<file path="src/ssp_pkg.sv">
// Shared constants and types for the sequential servo pulse generator.
package ssp_pkg;

	// Frame timing, in 0.5 us ticks.
	localparam logic [15:0] FRAME_TICKS   = 16'd40000;
	localparam logic [15:0] STARTUP_TICKS = 16'd100;
	localparam int unsigned NUM_SERVOS    = 3;

	// Pulse limits, in microseconds and degrees.
	localparam logic [15:0] PULSE_MIN_US = 16'd500;
	localparam logic [15:0] PULSE_MAX_US = 16'd2400;
	localparam logic [15:0] ANGLE_MAX    = 16'd180;

	// Width of one pulse in ticks (at most 4800).
	localparam int unsigned TICKS_W = 13;

	// Configuration register indexes.
	localparam logic [2:0] REG_SERVO1_SETTING = 3'd0;
	localparam logic [2:0] REG_SERVO2_SETTING = 3'd1;
	localparam logic [2:0] REG_SERVO3_SETTING = 3'd2;
	localparam logic [2:0] REG_ANGLE_MASK     = 3'd3;
	localparam logic [2:0] REG_ENABLE_MASK    = 3'd4;

	// Phase codes: pulse slots for servos one to three, then the frame gap.
	localparam logic [1:0] PHASE_SERVO1 = 2'd0;
	localparam logic [1:0] PHASE_SERVO2 = 2'd1;
	localparam logic [1:0] PHASE_SERVO3 = 2'd2;
	localparam logic [1:0] PHASE_GAP    = 2'd3;

	// One result beat.
	typedef struct packed {
		logic [NUM_SERVOS-1:0] levels;
		logic [1:0]            phase;
	} result_t;

endpackage

</file>
<file path="src/ssp_pulse_width.sv">
// Converts one servo setting into a pulse width in ticks.
module ssp_pulse_width import ssp_pkg::*; (
	input  logic [15:0]        setting,
	input  logic               is_angle,
	output logic [TICKS_W-1:0] ticks
);

	logic [7:0]  angle;
	logic [15:0] angle_us;
	logic [15:0] raw_us;
	logic [15:0] clamped_us;

	// Angle path: 500 + 10a + a/2, with the angle saturated at its maximum.
	always_comb begin
		angle = (setting > ANGLE_MAX) ? ANGLE_MAX[7:0] : setting[7:0];
		angle_us = PULSE_MIN_US + {5'd0, angle, 3'd0} + {7'd0, angle, 1'b0}
			+ {9'd0, angle[7:1]};
	end

	// Saturate to the legal pulse range and double into ticks.
	always_comb begin
		raw_us = is_angle ? angle_us : setting;
		if (raw_us < PULSE_MIN_US) begin
			clamped_us = PULSE_MIN_US;
		end else if (raw_us > PULSE_MAX_US) begin
			clamped_us = PULSE_MAX_US;
		end else begin
			clamped_us = raw_us;
		end
		ticks = {clamped_us[TICKS_W-2:0], 1'b0};
	end

endmodule

</file>
<file path="src/ssp_out_buf.sv">
// Two-entry result buffer: an output register plus a skid register.
module ssp_out_buf import ssp_pkg::*; (
	input  logic    clk,
	input  logic    arst_n,
	input  logic    push,
	input  result_t push_data,
	output logic    space,
	output logic    out_valid,
	input  logic    out_ready,
	output result_t out_data
);

	logic    main_valid_q;
	logic    skid_valid_q;
	result_t main_q;
	result_t skid_q;
	logic    pop;

	assign space     = ~skid_valid_q;
	assign out_valid = main_valid_q;
	assign out_data  = main_q;
	assign pop       = main_valid_q & out_ready;

	// Control: the skid entry refills the output register first, so beats stay in order.
	always_ff @(posedge clk or negedge arst_n) begin
		if (!arst_n) begin
			main_valid_q <= 1'b0;
			skid_valid_q <= 1'b0;
		end else if (skid_valid_q) begin
			if (pop) begin
				skid_valid_q <= 1'b0;
			end
		end else if (push) begin
			if (main_valid_q && !pop) begin
				skid_valid_q <= 1'b1;
			end else begin
				main_valid_q <= 1'b1;
			end
		end else if (pop) begin
			main_valid_q <= 1'b0;
		end
	end

	// Payload registers.
	always_ff @(posedge clk) begin
		if (skid_valid_q) begin
			if (pop) begin
				main_q <= skid_q;
			end
		end else if (push) begin
			if (main_valid_q && !pop) begin
				skid_q <= push_data;
			end else begin
				main_q <= push_data;
			end
		end
	end

endmodule

</file>
<file path="src/sequential_servo_pulse_generator_core.sv">
// Top level of the sequential three-channel servo pulse generator.
// Output: a tick beat's result is registered in the output buffer and offered from its output register.
// Throughput: one tick beat per cycle while results are taken; a two-entry output buffer keeps input
// flowing while one result waits.
// Reset: asynchronous, active low; starts in the frame gap with a 100-tick delay,
// all sequencer pin levels low, settings at 1500 us, both masks clear.
module sequential_servo_pulse_generator_core import ssp_pkg::*; (
	input  logic        clk,
	input  logic        arst_n,
	input  logic        tick_valid,
	output logic        tick_ready,
	input  logic        tick,
	output logic        result_valid,
	input  logic        result_ready,
	output logic        servo1_level,
	output logic        servo2_level,
	output logic        servo3_level,
	output logic [1:0]  frame_phase,
	input  logic        cfg_valid,
	output logic        cfg_ready,
	input  logic [2:0]  cfg_index,
	input  logic [15:0] cfg_data
);

	logic [15:0]           servo1_setting_q;
	logic [15:0]           servo2_setting_q;
	logic [15:0]           servo3_setting_q;
	logic [NUM_SERVOS-1:0] angle_mask_q;
	logic [NUM_SERVOS-1:0] enable_mask_q;
	logic [1:0]            phase_q;
	logic [15:0]           countdown_q;
	logic [15:0]           frame_used_q;
	logic [NUM_SERVOS-1:0] levels_q;

	logic                  accept;
	logic                  cfg_write;
	logic [1:0]            slot;
	logic [15:0]           slot_setting;
	logic                  slot_angle;
	logic [TICKS_W-1:0]    slot_ticks;
	logic [15:0]           slot_ticks_ext;
	logic [1:0]            phase_d;
	logic [15:0]           countdown_d;
	logic [15:0]           frame_used_d;
	logic [NUM_SERVOS-1:0] levels_d;
	result_t               result_d;
	result_t               result_out;

	assign cfg_ready = 1'b1;
	assign cfg_write = cfg_valid;
	assign accept    = tick_valid & tick_ready;

	// Next pulse slot and its setting.
	always_comb begin
		slot = (phase_q == PHASE_GAP) ? PHASE_SERVO1 : (phase_q + 2'd1);
		case (slot)
			PHASE_SERVO1: slot_setting = servo1_setting_q;
			PHASE_SERVO2: slot_setting = servo2_setting_q;
			PHASE_SERVO3: slot_setting = servo3_setting_q;
			default:      slot_setting = servo1_setting_q;
		endcase
		slot_angle = angle_mask_q[slot];
	end

	ssp_pulse_width u_width (
		.setting  (slot_setting),
		.is_angle (slot_angle),
		.ticks    (slot_ticks)
	);

	assign slot_ticks_ext = {{(16 - TICKS_W){1'b0}}, slot_ticks};

	// Phase sequencer: count down, and at the end of a phase start the next one.
	always_comb begin
		phase_d      = phase_q;
		countdown_d  = countdown_q;
		frame_used_d = frame_used_q;
		levels_d     = levels_q;
		if (tick) begin
			if (countdown_q <= 16'd1) begin
				if (phase_q != PHASE_GAP) begin
					levels_d[phase_q] = 1'b0;
				end
				if (phase_q == PHASE_SERVO3) begin
					phase_d     = PHASE_GAP;
					countdown_d = FRAME_TICKS - frame_used_q;
				end else begin
					phase_d     = slot;
					countdown_d = slot_ticks_ext;
					if (slot == PHASE_SERVO1) begin
						frame_used_d = slot_ticks_ext;
					end else begin
						frame_used_d = frame_used_q + slot_ticks_ext;
					end
					if (enable_mask_q[slot]) begin
						levels_d[slot] = 1'b1;
					end
				end
			end else begin
				countdown_d = countdown_q - 16'd1;
			end
		end
		result_d.levels = levels_d;
		result_d.phase  = phase_d;
	end

	// Sequencer state and output pin levels.
	always_ff @(posedge clk or negedge arst_n) begin
		if (!arst_n) begin
			phase_q      <= PHASE_GAP;
			countdown_q  <= STARTUP_TICKS;
			frame_used_q <= 16'd0;
			levels_q     <= '0;
		end else begin
			if (accept) begin
				phase_q      <= phase_d;
				countdown_q  <= countdown_d;
				frame_used_q <= frame_used_d;
			end
			if (cfg_write && cfg_index == REG_ENABLE_MASK) begin
				// Clearing an enable bit drops that pin at once.
				levels_q <= (accept ? levels_d : levels_q) & cfg_data[NUM_SERVOS-1:0];
			end else if (accept) begin
				levels_q <= levels_d;
			end
		end
	end

	// Configuration registers.
	always_ff @(posedge clk or negedge arst_n) begin
		if (!arst_n) begin
			servo1_setting_q <= 16'd1500;
			servo2_setting_q <= 16'd1500;
			servo3_setting_q <= 16'd1500;
			angle_mask_q     <= '0;
			enable_mask_q    <= '0;
		end else if (cfg_write) begin
			case (cfg_index)
				REG_SERVO1_SETTING: servo1_setting_q <= cfg_data;
				REG_SERVO2_SETTING: servo2_setting_q <= cfg_data;
				REG_SERVO3_SETTING: servo3_setting_q <= cfg_data;
				REG_ANGLE_MASK:     angle_mask_q     <= cfg_data[NUM_SERVOS-1:0];
				REG_ENABLE_MASK:    enable_mask_q    <= cfg_data[NUM_SERVOS-1:0];
				default:            ;
			endcase
		end
	end

	// Result beats go through the output buffer.
	ssp_out_buf u_out_buf (
		.clk       (clk),
		.arst_n    (arst_n),
		.push      (accept),
		.push_data (result_d),
		.space     (tick_ready),
		.out_valid (result_valid),
		.out_ready (result_ready),
		.out_data  (result_out)
	);

	assign servo1_level = result_out.levels[0];
	assign servo2_level = result_out.levels[1];
	assign servo3_level = result_out.levels[2];
	assign frame_phase  = result_out.phase;

endmodule

</file>
<file path="config.mk">
export PLATFORM = sky130hd
export DESIGN_NAME = sequential_servo_pulse_generator_core
export DESIGN_NICKNAME = d
export VERILOG_FILES = /design/src/ssp_pkg.sv /design/src/ssp_pulse_width.sv /design/src/ssp_out_buf.sv /design/src/sequential_servo_pulse_generator_core.sv
export SDC_FILE = /design/constraint.sdc
export NUM_CORES = 1
export LEC_CHECK = 0
export BUFFER_PORTS_ARGS = -buffer_cell sky130_fd_sc_hd__buf_2
export CORE_MARGIN = 5
export CORE_UTILIZATION = 63
export CTS_CLUSTER_SIZE = 20
export DETAILED_ROUTE_END_ITERATION = 16
export PLACE_DENSITY = 0.85
export SETUP_SLACK_MARGIN = 0.15
export SKIP_CTS_REPAIR_TIMING = 1
export SYNTH_ARGS = -nofsm -noshare
export SYNTH_HDL_FRONTEND = slang
export SYNTH_HIERARCHICAL = 1
export SYNTH_SLANG_ARGS = --single-unit
</file>
<file path="constraint.sdc">
create_clock -name clk -period 9.6 [get_ports clk]
set_input_delay 0.48 -clock clk [delete_from_list [all_inputs] [get_ports clk]]
set_output_delay 0.48 -clock clk [all_outputs]
set_load 0.05 [all_outputs]
</file>
==> results.md <==
* Worst path max stage delay at ~0.86 ns
* CTS tree: yes
* Vias in the first global route at 6423
* Nets@finish at 879
* Post-Syn Area at roughly 7400 um^2
* Grt total ovfl at 0
* Final Util at 0.688
* Startpoint Class: register
* Setup crit end kind: register
* Clk pin slew, worst setup/hold paths at approximately 0.080 ns
* Initial antenna violation count at 0
* Flops & latches, synth at 103
* RSZ-0062 raised after global routing: no
* Routability cong. at 0.977
* Die ar. at 14100 um^2
* Sequential-to-total area share from yosys stat at 0.357
* Worst rel slew slack at 0.237
* Vias/cell at 6.58
* DR WL/cell at 19.2 um
* CTS Buf Count at 9
* Top FF cell, synth: dfrtp_1
* Peak supply drop at 0.000226 V
* Syn-to-layout area delta at 6.42%
* # setup viols final at 0
* Later-pin clock latency in the skew report at 0.36 ns
* R2R Path End: frame_used_q[11]
* Async SR Flop Fraction at 0.903
* Reg area at 2660 um^2
* Die H at approximately 120 um
* R2R Path Start: phase_q[1]
* Crit share post-route at 0.904
* Library cells used by synthesis at 86
* Final instance area at 7920 um^2
* Synthesized area per cell at 9.38 um^2
* First-pass GRT wire length at 31.3 mm
* Main combinational cell family by area after synthesis: simple AND/OR/NAND/NOR gates
* EDFF count, synth at 10
* Critical path class: register to register
* Die Span X at between 100 and 150 um
* Antenna Nets Post-Route at 0
* Num ports at 33
* Highest clock rate at 0.115 GHz
* Simple-gate share of the synthesized area at 0.194
* # H-tree levels at 3
* Fin. Hold Viols at 0
* Pre-antenna DRT Iters at 5
* Area leader, netlist: dfrtp_1
* Area after DPL at 7640 um^2
* Cell count after synthesis at 794
* # Max-Cap Violations at 0
* Syn. warnings at 6
* Post-synth top area share at 0.225
* Outcome: finished clean
* # rows at 39
* Actual slew at the worst max-slew pin at 1.14 ns
* Synth Area in XOR/XNOR at 0.0200
* Critical path required time at 9.85 ns
* Critical path arrival at 8.93 ns
* Port bufs at 31
* Vias at 6300
* Core Region at ~12000 um^2
* Worst Skew at 0.0121 ns
* Detailed Place HPWL at 13.3 mm
* Residual DRC at 0
* Fill cells at 849
* Clock sinks at 103
* Min Tclk post-route at roughly 8.7 ns
* Reg-to-reg slack, setup at 0.92 ns
* Fin. max-slew vios at 0
* Top-count cell post-synth: nand2_1
* Hold Path Class: primary input to async pin
* Max clock buf depth at 2
* P_leak at 3.51 nW
* Starting density of the core at 0.647
* Worst r2r path cells at 31
* Synth cell count leaders: nand2_1 (98), dfrtp_1 (67), a21oi_1 (57), mux2_2 (57), nor2_1 (55)
* Area of the multi-input gates at 4440 um^2
* Slowest CP cell: nor2_1
* Ratio of cells with drive above 1 in the final layout at 0.215
* Clock root buffer master: clkbuf_16
* Post-Synth Adder-Cell Area at 0.0817
* Total negative setup slack at 0 ns
* Total Routing Usage GR at 0.268
* # diodes at 0
* Critical path fanouts, max at 19
* Initial drt markers at approximately 500
* Worst setup path end: frame_used_q[11]
* Power per cell area at between 300 and 400 nW/um^2
* Routed WL at 18.4 mm
* Syn_nets at 864
* Top post-synthesis cells by area: dfrtp_1 (23%), dfstp_2 (9.2%), mux2_2 (8.6%)
* Compound-Gate Fraction of Synth Area at 0.181
* Multiplexer share of the synthesized area at 0.115
* Pin count of the biggest net entering global routing at 60
* Critical Path Source: phase_q[1]
area by class of cell:
| type | count | area share |
|---|---|---|
| clock inverter | 6 | 0.00647 |
| clock buffer | 10 | 0.0289 |
| timing repair buffer | 38 | 0.0265 |
| inverter | 40 | 0.0189 |
| tap | 143 | 0.0226 |
| sequential | 103 | 0.336 |
| multi-input combinational | 617 | 0.561 |
report_power, final:
group	switching (mW)	internal, mW	leakage (nW)
sequential	0.109	0.573	1.21
combinational	0.855	0.485	2.16
clock	0.177	0.181	0.140
cells in the final DEF, fill, tap and decap left out, drive strengths merged, types with 10 or more instances in the layout:
cell and instances:
nand2 98, dfrtp 67, mux2 62, a21oi 57
nor2 56, o21ai 46, inv 43, ha 39
buf 38, dfstp 26, a22oi 18, nor3 18
mux2i 14, nand3 14, or3 12, a211oi 11
a21o 10, nand4 10, xor2 10, edfxtp 10
clkbuf 10
registers in the layout (all words and copies together) (netlist names):
signal                  count
countdown_q                16
frame_used_q               16
servo1_setting_q           16
servo2_setting_q           16
servo3_setting_q           16
u_out_buf/out_data          5
u_out_buf/skid_q            5
angle_mask_q                3
enable_mask_q               3
levels_q                    3
phase_q                     2
u_out_buf/out_valid         1
u_out_buf/skid_valid_q      1
per-stage QoR:
stage / setup WS [ns] / power [mW] / cells / hold WS (ns)
finish: 0.921 / 2.38 / 957 / 0.0732
global route: 0.291 / 2.53 / 957 / 0.107
CTS: 1.06 / 2.35 / 957 / 0.0848
detailed placement: 1.21 / 1.98 / 941 / 0.468
global placement: 1.38 / 1.93 / 941 / 0.464
floorplan: 2.10 / 1.69 / 794 / 0.184
worst max-delay path: cells and delay by family (launching register included):
family	cells	cell delay, ns
fa+ha+maj	6	1.98
compound gates	6	1.62
mux	1	0.35
buf+inv	5	0.49
simple gates	13	3.53
flops	1	0.59
worst min-delay path by stage:
stage	from	to	slack, ns	cells after the start
6_report	arst_n	u_out_buf/skid_valid_q	0.07	1
5_1_grt	arst_n	frame_used_q[8]	0.11	1
4_1_cts	arst_n	frame_used_q[8]	0.08	1
3_5_place_dp	arst_n	u_out_buf/skid_valid_q	0.47	1
3_3_place_gp	arst_n	u_out_buf/out_valid	0.46	1
2_1_floorplan	arst_n	angle_mask_q[0]	0.18	0
logic make-up (layout without fill, tap and decap cells):
logic type               count (synthesis)  in the layout
buffers and inverters                   74             94
multiplexers                            76             76
XOR/XNOR                                17             17
flip-flops                             103            103
adder cells (fa/ha/maj)                 45             45
AO/OA/AOI/OAI                          206            206
other                                    2              2
AND/OR/NAND/NOR                        271            271
per-layer routing:
metal / track usage / wire [um] / share of wire
met5: 0 / 0 / 0
met4: 0.116 / 591 / 0.032
met3: 0.0482 / 1100 / 0.060
met2: 0.460 / 9080 / 0.49
met1: 0.331 / 7590 / 0.41
No activity file was read; power rests on OpenSTA's default activity.
